[config.mk]
export PLATFORM = sky130hd
export DESIGN_NAME = smtp_reply_framer_flat
export DESIGN_NICKNAME = d
export VERILOG_FILES = /design/src/srf_pkg.sv /design/src/srf_req_if.sv /design/src/srf_rsp_if.sv /design/src/smtp_reply_framer.sv /design/src/srf_csr.sv /design/src/srf_core.sv /design/src/flat_wrapper.sv
export SDC_FILE = /design/constraint.sdc
export NUM_CORES = 1
export LEC_CHECK = 0
export CORE_MARGIN = 5
export CORE_UTILIZATION = 40
export CTS_BUF_LIST = sky130_fd_sc_hd__clkbuf_16
export CTS_CLUSTER_SIZE = 20
export DETAILED_ROUTE_END_ITERATION = 7
export DONT_BUFFER_PORTS = 1
export GPL_TIMING_DRIVEN = 1
export MAX_ROUTING_LAYER = met4
export PLACE_DENSITY = 0.54
export SYNTH_ARGS = -nofsm -noshare
export SYNTH_HDL_FRONTEND = slang
export SYNTH_HIERARCHICAL = 1
export SYNTH_SLANG_ARGS = --single-unit
[constraint.sdc]
create_clock -name clock -period 5.95 [get_ports clock]
set_input_delay 0.595 -clock clock [delete_from_list [all_inputs] [get_ports clock]]
set_output_delay 0.595 -clock clock [all_outputs]
set_load 0.02 [all_outputs]
[src/srf_pkg.sv]
`timescale 1ns / 1ps
package srf_pkg;

   localparam logic [7:0]  CH_DASH    = 8'h2D;
   localparam logic [7:0]  CH_SPACE   = 8'h20;
   localparam logic [7:0]  CH_CR      = 8'h0D;
   localparam logic [7:0]  CH_LF      = 8'h0A;
   localparam logic [23:0] CODE_220   = 24'h323230;
   localparam logic [23:0] CODE_250   = 24'h323530;
   localparam int          CODE_BYTES = 3;

   localparam int          CSR_AW     = 4;
   localparam int          CSR_DW     = 32;

   typedef enum logic [1:0] {
      REG_USE_FIXED = 2'd0,
      REG_EXP_CODE  = 2'd1,
      REG_MAX_LEN   = 2'd2,
      REG_NONE      = 2'd3
   } reg_idx_type;

   typedef enum logic [1:0] {
      ST_MORE = 2'd0,
      ST_DONE = 2'd1,
      ST_ERR  = 2'd2
   } status_type;

   typedef enum logic [2:0] {
      PH_CODE0 = 3'd0,
      PH_CODE1 = 3'd1,
      PH_CODE2 = 3'd2,
      PH_SEP   = 3'd3,
      PH_TEXT  = 3'd4
   } phase_type;

   typedef struct packed {
      logic        use_fixed_code;
      logic [23:0] expected_code;
      logic [15:0] max_length;
   } cfg_type;

   // byte idx of a packed three-byte code, first byte in the top bits
   function automatic logic [7:0] code_byte(input logic [23:0] code, input logic [1:0] idx);
      logic [7:0] b;
      case (idx)
         2'd0:    b = code[23:16];
         2'd1:    b = code[15:8];
         default: b = code[7:0];
      endcase
      return b;
   endfunction

endpackage

[src/srf_req_if.sv]
`timescale 1ns / 1ps
interface srf_req_if;
   logic       valid;
   logic       ready;
   logic [7:0] rx_byte;

   modport source (output valid, output rx_byte, input ready);
   modport sink (input valid, input rx_byte, output ready);
endinterface

[src/srf_rsp_if.sv]
`timescale 1ns / 1ps
interface srf_rsp_if;
   logic        valid;
   logic        ready;
   logic [1:0]  frame_status;
   logic [15:0] reply_length;

   modport source (output valid, output frame_status, output reply_length, input ready);
   modport sink (input valid, input frame_status, input reply_length, output ready);
endinterface

[src/smtp_reply_framer.sv]
`timescale 1ns / 1ps
// SMTP multi-line reply framer, one received byte per transfer.
// The status for a byte is registered and presented on rsp in the cycle after its req transfer.
// Throughput: one byte per cycle; req stays ready while the result register
// is empty or being drained in the same cycle.
// Reset (synchronous, active high) clears framing state and the result valid,
// and loads registers with fixed-code off, expected code "250", max length 65535.
module smtp_reply_framer (
   input  logic                       clock,
   input  logic                       reset,
   srf_req_if.sink                    req_chan,
   srf_rsp_if.source                  rsp_chan,
   input  logic                       psel,
   input  logic                       penable,
   input  logic                       pwrite,
   input  logic [srf_pkg::CSR_AW-1:0] paddr,
   input  logic [srf_pkg::CSR_DW-1:0] pwdata,
   output logic [srf_pkg::CSR_DW-1:0] prdata,
   output logic                       pready
);
   import srf_pkg::*;

   cfg_type     cfg;
   status_type  status;
   logic [15:0] length;
   logic        req_xfer;

   logic        rsp_valid_ff, rsp_valid_in;
   status_type  rsp_status_ff;
   logic [15:0] rsp_length_ff;

   // Register block: use_fixed_code at 0x0, expected_code at 0x4, max_length at 0x8.
   srf_csr u_csr (
      .clock   (clock),
      .reset   (reset),
      .psel    (psel),
      .penable (penable),
      .pwrite  (pwrite),
      .paddr   (paddr),
      .pwdata  (pwdata),
      .prdata  (prdata),
      .pready  (pready),
      .cfg     (cfg)
   );

   // Accept whenever the result register frees up this cycle; the result
   // register is the only thing between the two sides.
   assign req_chan.ready = !rsp_valid_ff || rsp_chan.ready;
   assign req_xfer       = req_chan.valid && req_chan.ready;

   // Framing state advances only on a req transfer; status is combinational
   // off the current state and the incoming byte.
   srf_core u_core (
      .clock   (clock),
      .reset   (reset),
      .cfg     (cfg),
      .step    (req_xfer),
      .rx_byte (req_chan.rx_byte),
      .status  (status),
      .length  (length)
   );

   always_comb begin
      rsp_valid_in = rsp_valid_ff;
      if (req_xfer) begin
         rsp_valid_in = 1'b1;
      end else if (rsp_chan.ready) begin
         rsp_valid_in = 1'b0;
      end
   end

   always_ff @(posedge clock) begin
      if (reset) begin
         rsp_valid_ff <= 1'b0;
      end else begin
         rsp_valid_ff <= rsp_valid_in;
      end
   end

   // payload, no reset needed
   always_ff @(posedge clock) begin
      if (req_xfer) begin
         rsp_status_ff <= status;
         rsp_length_ff <= length;
      end
   end

   assign rsp_chan.valid        = rsp_valid_ff;
   assign rsp_chan.frame_status = rsp_status_ff;
   assign rsp_chan.reply_length = rsp_length_ff;
endmodule

[src/srf_csr.sv]
`timescale 1ns / 1ps
module srf_csr (
   input  logic                        clock,
   input  logic                        reset,
   input  logic                        psel,
   input  logic                        penable,
   input  logic                        pwrite,
   input  logic [srf_pkg::CSR_AW-1:0]  paddr,
   input  logic [srf_pkg::CSR_DW-1:0]  pwdata,
   output logic [srf_pkg::CSR_DW-1:0]  prdata,
   output logic                        pready,
   output srf_pkg::cfg_type            cfg
);
   import srf_pkg::*;

   cfg_type     cfg_ff;
   cfg_type     cfg_in;
   reg_idx_type idx;
   logic        wr_en;

   assign idx    = reg_idx_type'(paddr[CSR_AW-1:2]);
   assign wr_en  = psel && penable && pwrite;
   assign pready = 1'b1;
   assign cfg    = cfg_ff;

   always_comb begin
      cfg_in = cfg_ff;
      if (wr_en) begin
         case (idx)
            REG_USE_FIXED: cfg_in.use_fixed_code = pwdata[0];
            REG_EXP_CODE:  cfg_in.expected_code  = pwdata[23:0];
            REG_MAX_LEN:   cfg_in.max_length     = pwdata[15:0];
            default:       cfg_in = cfg_ff;
         endcase
      end
   end

   always_comb begin
      case (idx)
         REG_USE_FIXED: prdata = {31'd0, cfg_ff.use_fixed_code};
         REG_EXP_CODE:  prdata = {8'd0, cfg_ff.expected_code};
         REG_MAX_LEN:   prdata = {16'd0, cfg_ff.max_length};
         default:       prdata = '0;
      endcase
   end

   always_ff @(posedge clock) begin
      if (reset) begin
         cfg_ff.use_fixed_code <= 1'b0;
         cfg_ff.expected_code  <= CODE_250;
         cfg_ff.max_length     <= 16'hFFFF;
      end else begin
         cfg_ff <= cfg_in;
      end
   end
endmodule

[src/srf_core.sv]
`timescale 1ns / 1ps
module srf_core (
   input  logic                clock,
   input  logic                reset,
   input  srf_pkg::cfg_type    cfg,
   input  logic                step,
   input  logic [7:0]          rx_byte,
   output srf_pkg::status_type status,
   output logic [15:0]         length
);
   import srf_pkg::*;

   phase_type   phase_ff, phase_in;
   logic [23:0] learned_ff, learned_in;
   logic        known_ff, known_in;
   logic        last_ff, last_in;
   logic        prev_cr_ff, prev_cr_in;
   logic [15:0] count_ff, count_in;

   logic [16:0] count_next;
   logic        over;
   logic        is_code;
   logic [1:0]  code_idx;
   logic        code_bad;
   logic        crlf;

   assign count_next = {1'b0, count_ff} + 17'd1;
   assign over       = count_next > {1'b0, cfg.max_length};
   assign crlf       = prev_cr_ff && (rx_byte == CH_LF);

   // phases past text are treated as code byte zero
   always_comb begin
      case (phase_ff)
         PH_CODE1: begin is_code = 1'b1; code_idx = 2'd1; end
         PH_CODE2: begin is_code = 1'b1; code_idx = 2'd2; end
         PH_SEP:   begin is_code = 1'b0; code_idx = 2'd0; end
         PH_TEXT:  begin is_code = 1'b0; code_idx = 2'd0; end
         default:  begin is_code = 1'b1; code_idx = 2'd0; end
      endcase
   end

   always_comb begin
      if (cfg.use_fixed_code) begin
         code_bad = rx_byte != code_byte(cfg.expected_code, code_idx);
      end else if (known_ff) begin
         code_bad = rx_byte != code_byte(learned_ff, code_idx);
      end else begin
         code_bad = 1'b0;
      end
   end

   // status for this byte
   always_comb begin
      status = ST_MORE;
      length = '0;
      if (over) begin
         status = ST_ERR;
      end else if (is_code) begin
         if (code_bad) status = ST_ERR;
      end else if (phase_ff == PH_SEP) begin
         if (rx_byte != CH_DASH && rx_byte != CH_SPACE && rx_byte != CH_CR) status = ST_ERR;
      end else if (crlf && last_ff) begin
         status = ST_DONE;
         length = count_next[15:0];
      end
   end

   // next state
   always_comb begin
      phase_in   = phase_ff;
      learned_in = learned_ff;
      known_in   = known_ff;
      last_in    = last_ff;
      prev_cr_in = prev_cr_ff;
      count_in   = count_ff;
      if (step) begin
         if (status != ST_MORE) begin
            phase_in   = PH_CODE0;
            learned_in = '0;
            known_in   = 1'b0;
            last_in    = 1'b0;
            prev_cr_in = 1'b0;
            count_in   = '0;
         end else begin
            count_in = count_next[15:0];
            if (is_code) begin
               if (!cfg.use_fixed_code && !known_ff) begin
                  case (code_idx)
                     2'd0:    learned_in[23:16] = learned_ff[23:16] | rx_byte;
                     2'd1:    learned_in[15:8]  = learned_ff[15:8] | rx_byte;
                     default: learned_in[7:0]   = learned_ff[7:0] | rx_byte;
                  endcase
               end
               case (code_idx)
                  2'd0:    phase_in = PH_CODE1;
                  2'd1:    phase_in = PH_CODE2;
                  default: begin
                     phase_in = PH_SEP;
                     known_in = 1'b1;
                  end
               endcase
            end else if (phase_ff == PH_SEP) begin
               phase_in   = PH_TEXT;
               last_in    = rx_byte != CH_DASH;
               prev_cr_in = rx_byte == CH_CR;
            end else if (crlf) begin
               // end of a continuation line
               phase_in   = PH_CODE0;
               prev_cr_in = 1'b0;
            end else begin
               prev_cr_in = rx_byte == CH_CR;
            end
         end
      end
   end

   always_ff @(posedge clock) begin
      if (reset) begin
         phase_ff   <= PH_CODE0;
         learned_ff <= '0;
         known_ff   <= 1'b0;
         last_ff    <= 1'b0;
         prev_cr_ff <= 1'b0;
         count_ff   <= '0;
      end else begin
         phase_ff   <= phase_in;
         learned_ff <= learned_in;
         known_ff   <= known_in;
         last_ff    <= last_in;
         prev_cr_ff <= prev_cr_in;
         count_ff   <= count_in;
      end
   end
endmodule

[src/flat_wrapper.sv]
// flat-port wrapper written by rule: the top's interface ports become plain ports
module smtp_reply_framer_flat import srf_pkg::*;
  (clock, reset, psel, penable, pwrite, paddr, pwdata, prdata, pready, req_chan_valid, req_chan_rx_byte, req_chan_ready, rsp_chan_valid, rsp_chan_frame_status, rsp_chan_reply_length, rsp_chan_ready);
  srf_req_if req_chan_i ();
  srf_rsp_if rsp_chan_i ();
  input  logic clock;
  input  logic reset;
  input  logic psel;
  input  logic penable;
  input  logic pwrite;
  input  logic [srf_pkg::CSR_AW-1:0] paddr;
  input  logic [srf_pkg::CSR_DW-1:0] pwdata;
  output logic [srf_pkg::CSR_DW-1:0] prdata;
  output logic pready;
  input wire logic [$bits(req_chan_i.valid)-1:0] req_chan_valid;
  input wire logic [$bits(req_chan_i.rx_byte)-1:0] req_chan_rx_byte;
  output wire logic [$bits(req_chan_i.ready)-1:0] req_chan_ready;
  output wire logic [$bits(rsp_chan_i.valid)-1:0] rsp_chan_valid;
  output wire logic [$bits(rsp_chan_i.frame_status)-1:0] rsp_chan_frame_status;
  output wire logic [$bits(rsp_chan_i.reply_length)-1:0] rsp_chan_reply_length;
  input wire logic [$bits(rsp_chan_i.ready)-1:0] rsp_chan_ready;
  assign req_chan_i.valid = req_chan_valid;
  assign req_chan_i.rx_byte = req_chan_rx_byte;
  assign req_chan_ready = req_chan_i.ready;
  assign rsp_chan_valid = rsp_chan_i.valid;
  assign rsp_chan_frame_status = rsp_chan_i.frame_status;
  assign rsp_chan_reply_length = rsp_chan_i.reply_length;
  assign rsp_chan_i.ready = rsp_chan_ready;
  smtp_reply_framer u_core (.clock(clock), .reset(reset), .req_chan(req_chan_i), .rsp_chan(rsp_chan_i), .psel(psel), .penable(penable), .pwrite(pwrite), .paddr(paddr), .pwdata(pwdata), .prdata(prdata), .pready(pready));
endmodule
==> results.toml <==
[worst_hold_path]
min_delay_path_class = "input port to flip-flop"
holdCritStartpoint = "reset"

[routing]
drt_first_pass_iters = 5
routed_via_density = 5.65
met2_length_microns = 6020
met3WireLength_microns = 1010
totalWireLength_microns = 14200
antenna_violating_nets_post_route = 0
number_of_vias_in_the_routed_layout = 4337
route.detailed.wl_per_inst_microns = 18.5
dr.first_iter.drc_count = 314
drt_drc_violations_left = 0
dr.max_layer_used = "met4"
met1Wirelength_microns = 6750

[final_layout]
filler_cell_count = 1378
multiInputGateArea_sq_um = 3090
final_layout_size_suffix_gt1_share_pct = 8.23
design.final.nets = 646
syn_to_final_growth_pct = 4.55
number_of_inserted_diodes = 0
finish.instance_area_sq_um = 6040
seqCellArea_sq_um = 2300

[floorplan]
floorplan.io_pins = 104
floorplan.core_area_sq_um = 14400
floorplan.rows = 44
die-area_sq_um = 16900
die_h_microns = 130
initial_utilization_pct = 40.2
die_w_microns = 130

[setup_path]
reg2reg_setup_slack_ps = 1870
worstPathCellList = "nand3_1 -> nor2_1 -> nand4_1 -> xnor2_1 -> ha_1 -> a21o_1 -> a21oi_1 -> o21ai_1 -> a2111oi_2 -> o21ai_2 -> or4_4 -> nor3b_4 -> a22o_1"
required_ps = 6250
worst_r2r_startpoint = "u_core/u_core/count_ff[2]"
worst_setup_path_startpoint = "u_core/u_core/count_ff[2]"
critical-path-slowest-cell = "sky130_fd_sc_hd__or4_4"
critPathTopFamily = "simple AND/OR/NAND/NOR gates"
timing.critical_path.fanout_max = 8
timing_worst_setup_path_type = "flip-flop to flip-flop"
slowest_delay_ps = 560
worst_path_bufs_invs = 0
arrival_ps = 4380
critical_path.endpoint_type = "flip-flop"
worstSetupStartpointType = "flip-flop"

[synth]
synth-async-reset-ratio_pct = 0
syn-instance-count = 602
top_reg_cell_synth = "sky130_fd_sc_hd__dfxtp_1"
synth_top_area_share_pct = 30.5
synth_top_area_cell = "sky130_fd_sc_hd__dfxtp_1"
ffs_latches_synth = 106
synth.cells.most_frequent = "sky130_fd_sc_hd__dfxtp_1 (88), sky130_fd_sc_hd__nor2_1 (77), sky130_fd_sc_hd__a22o_1 (48)"
synth_sequential_area_ratio_pct = 39.9
synth-edff-count = 18
synth_area_leaders = "sky130_fd_sc_hd__dfxtp_1 (31%), sky130_fd_sc_hd__edfxtp_1 (9.4%), sky130_fd_sc_hd__mux2i_1 (7.3%), sky130_fd_sc_hd__a22o_1 (7.3%), sky130_fd_sc_hd__nor2_1 (5.0%)"
synth.yosys.warnings = 6
syn_area_sq_um = 5780
syn_avg_cell_area_sq_um = 9.59
most_frequent_cell_after_synthesis = "sky130_fd_sc_hd__dfxtp_1"
synth_cell_types = 70

[power_and_ir_drop]
total_power_mw = 1.66
p_leak_nw = 2.27
power_density_nw_per_um2 = 275
power.ir.vdd_worst_v = 0.000171

[placed_design]
routabilityCongestion = 0.808
io_buffers = 0
detailed_place.area_sq_um = 5760
hpwlAfterDp_microns = 10200

[run_status]
run_status = "complete, no violations"

[timing]
relSlewSlack_pct = 22.1
timing_hold_violations_final = 0
timing.final.setup_violations = 0
grt_setup_unrepaired = "false"
finalWorstPathRequiredPeriod_ps = 4080
timing_worst_slew_pin_value_ps = 1160
slew_viol_final = 0
period_share_pct = 68.5
final.setup_skew_ps = 9.28
max_freq_mhz = 245
aggregate_negative_setup_slack_ps = 0

[clock_network]
hold_buffers = 0
postCtsSetupBuffers = 0
cts.sink_count = 106
clk_root_buffer_cell = "sky130_fd_sc_hd__clkbuf_16"
clkLatencyLatePin_ps = 360
number_of_buffers_added_by_the_clock_tree_synthesis_step = 9
post_cts_resized = 0
clk_pin_slew_ps = 70
maximum_clock_path_buffer_count = 2
clock_tree.htree_level_count = 3
tritoncts_clock_tree = "done"

[grt]
antenna_found_initial = 0
track_usage_pct = 17.7
grt_start_max_net_pins = 83
global_route.overflow_total = 0
grt_pass1_wl_microns = 22600
first_global_vias = 4210

[job]
timing.max_cap.violations = 0
[worst paths after layout]
path                                                     end  cells after the start
worst min register to register  u_core/u_core/learned_ff[17]                      2
worst max register to register  u_core/u_core/learned_ff[12]                     13
worst min-delay path                   u_core/rsp_chan.valid                      1
worst max-delay path            u_core/u_core/learned_ff[12]                     13
[flip-flops by register name, summed over array words and instances (netlist names)]
signal,count
u_core/u_core/count_ff,16
u_core/rsp_chan.valid,1
u_core/u_core/prev_cr_ff,1
u_core/u_csr/cfg,41
u_core/u_core/last_ff,1
u_core/u_core/learned_ff,24
u_core/u_core/known_ff,1
u_core/rsp_chan.reply_length,16
u_core/rsp_chan.frame_status,2
u_core/u_core/phase_ff,3
[report_power, final]
| part | switching (mW) | leakage, nW | internal (mW) |
|---|---|---|---|
| logic | 0.167 | 1.24 | 0.120 |
| clock network | 0.281 | 0.134 | 0.287 |
| registers | 0.0369 | 0.894 | 0.766 |
| total | 0.485 | 2.27 | 1.17 |
[logic make-up (layout without fill, tap and decap cells)]
logic type      Yosys count  in the layout  synth area share, %
fa+ha+maj                17             17                 3.68
simple gates            211            211                 20.4
xor+xnor                 25             25                 3.79
flops                   106            106                 39.9
buf+inv                  72             46                 7.17
mux                      43             43                 7.47
other cells               2              9                0.130
compound gates          126            126                 17.5
[stage by stage]
step	hold slack (ps)	util, %	cells	setup WS (ps)
global placement	448	40.1	751	1940
detailed placement	457	40.1	751	1930
floorplan	437	-	609	2550
global route	269	42.0	767	1560
CTS	275	42.0	767	1890
finish	288	42.0	767	1870
[per-layer routing]
layer	vias up	global-route usage, %
met5	-	-
met1	2058	23.7
li1	2087	-
met3	26	5.24
met2	166	24.6
met4	0	8.01
[worst register-to-register path, stage by stage, from the launching register on]
cell and delay (ps):
sky130_fd_sc_hd__dfxtp_1 420, sky130_fd_sc_hd__nand3_1 120, sky130_fd_sc_hd__nor2_1 210, sky130_fd_sc_hd__nand4_1 290, sky130_fd_sc_hd__xnor2_1 410, sky130_fd_sc_hd__ha_1 320, sky130_fd_sc_hd__a21o_1 160, sky130_fd_sc_hd__a21oi_1 160
sky130_fd_sc_hd__o21ai_1 100, sky130_fd_sc_hd__a2111oi_2 400, sky130_fd_sc_hd__o21ai_2 190, sky130_fd_sc_hd__or4_4 560, sky130_fd_sc_hd__nor3b_4 480, sky130_fd_sc_hd__a22o_1 200
[layout make-up]
cell class              instances  share of cell area [%]
repair buffers                  6                   0.746
clock buffers                   9                    3.73
multi-input cells             431                    51.2
well taps                     184                    3.81
flip-flops and latches        106                    38.1
inverters                      24                    1.49
clock inverters                 7                   0.891
[layout by cell type (no fill, tap or decap), types with 3 or more instances in the layout]
master | Yosys | routed
sky130_fd_sc_hd__nor4b_1 | 3 | 3
sky130_fd_sc_hd__conb_1 | 2 | 9
sky130_fd_sc_hd__a22oi_1 | 8 | 8
sky130_fd_sc_hd__nand2_1 | 12 | 12
sky130_fd_sc_hd__xnor2_1 | 20 | 20
sky130_fd_sc_hd__a21oi_1 | 17 | 17
sky130_fd_sc_hd__buf_4 | 12 | 6
sky130_fd_sc_hd__edfxtp_1 | 18 | 18
sky130_fd_sc_hd__nand3_1 | 11 | 11
sky130_fd_sc_hd__o2bb2ai_1 | 6 | 6
sky130_fd_sc_hd__o22ai_1 | 7 | 7
sky130_fd_sc_hd__mux2i_1 | 42 | 42
sky130_fd_sc_hd__inv_1 | 24 | 24
sky130_fd_sc_hd__nor2_1 | 77 | 77
sky130_fd_sc_hd__o21ai_0 | 8 | 8
sky130_fd_sc_hd__nand4_1 | 9 | 9
sky130_fd_sc_hd__xor2_1 | 5 | 5
sky130_fd_sc_hd__nor2b_1 | 19 | 19
sky130_fd_sc_hd__a22o_1 | 48 | 48
sky130_fd_sc_hd__and2_1 | 10 | 10
sky130_fd_sc_hd__a211oi_1 | 3 | 3
sky130_fd_sc_hd__ha_1 | 17 | 17
sky130_fd_sc_hd__dfxtp_1 | 88 | 88
sky130_fd_sc_hd__clkbuf_16 | 0 | 9
sky130_fd_sc_hd__nand2b_1 | 35 | 35
sky130_fd_sc_hd__nor3_1 | 7 | 7
sky130_fd_sc_hd__o22a_1 | 8 | 8
sky130_fd_sc_hd__nor4_1 | 4 | 4
(Power assumes the default switching activity.)
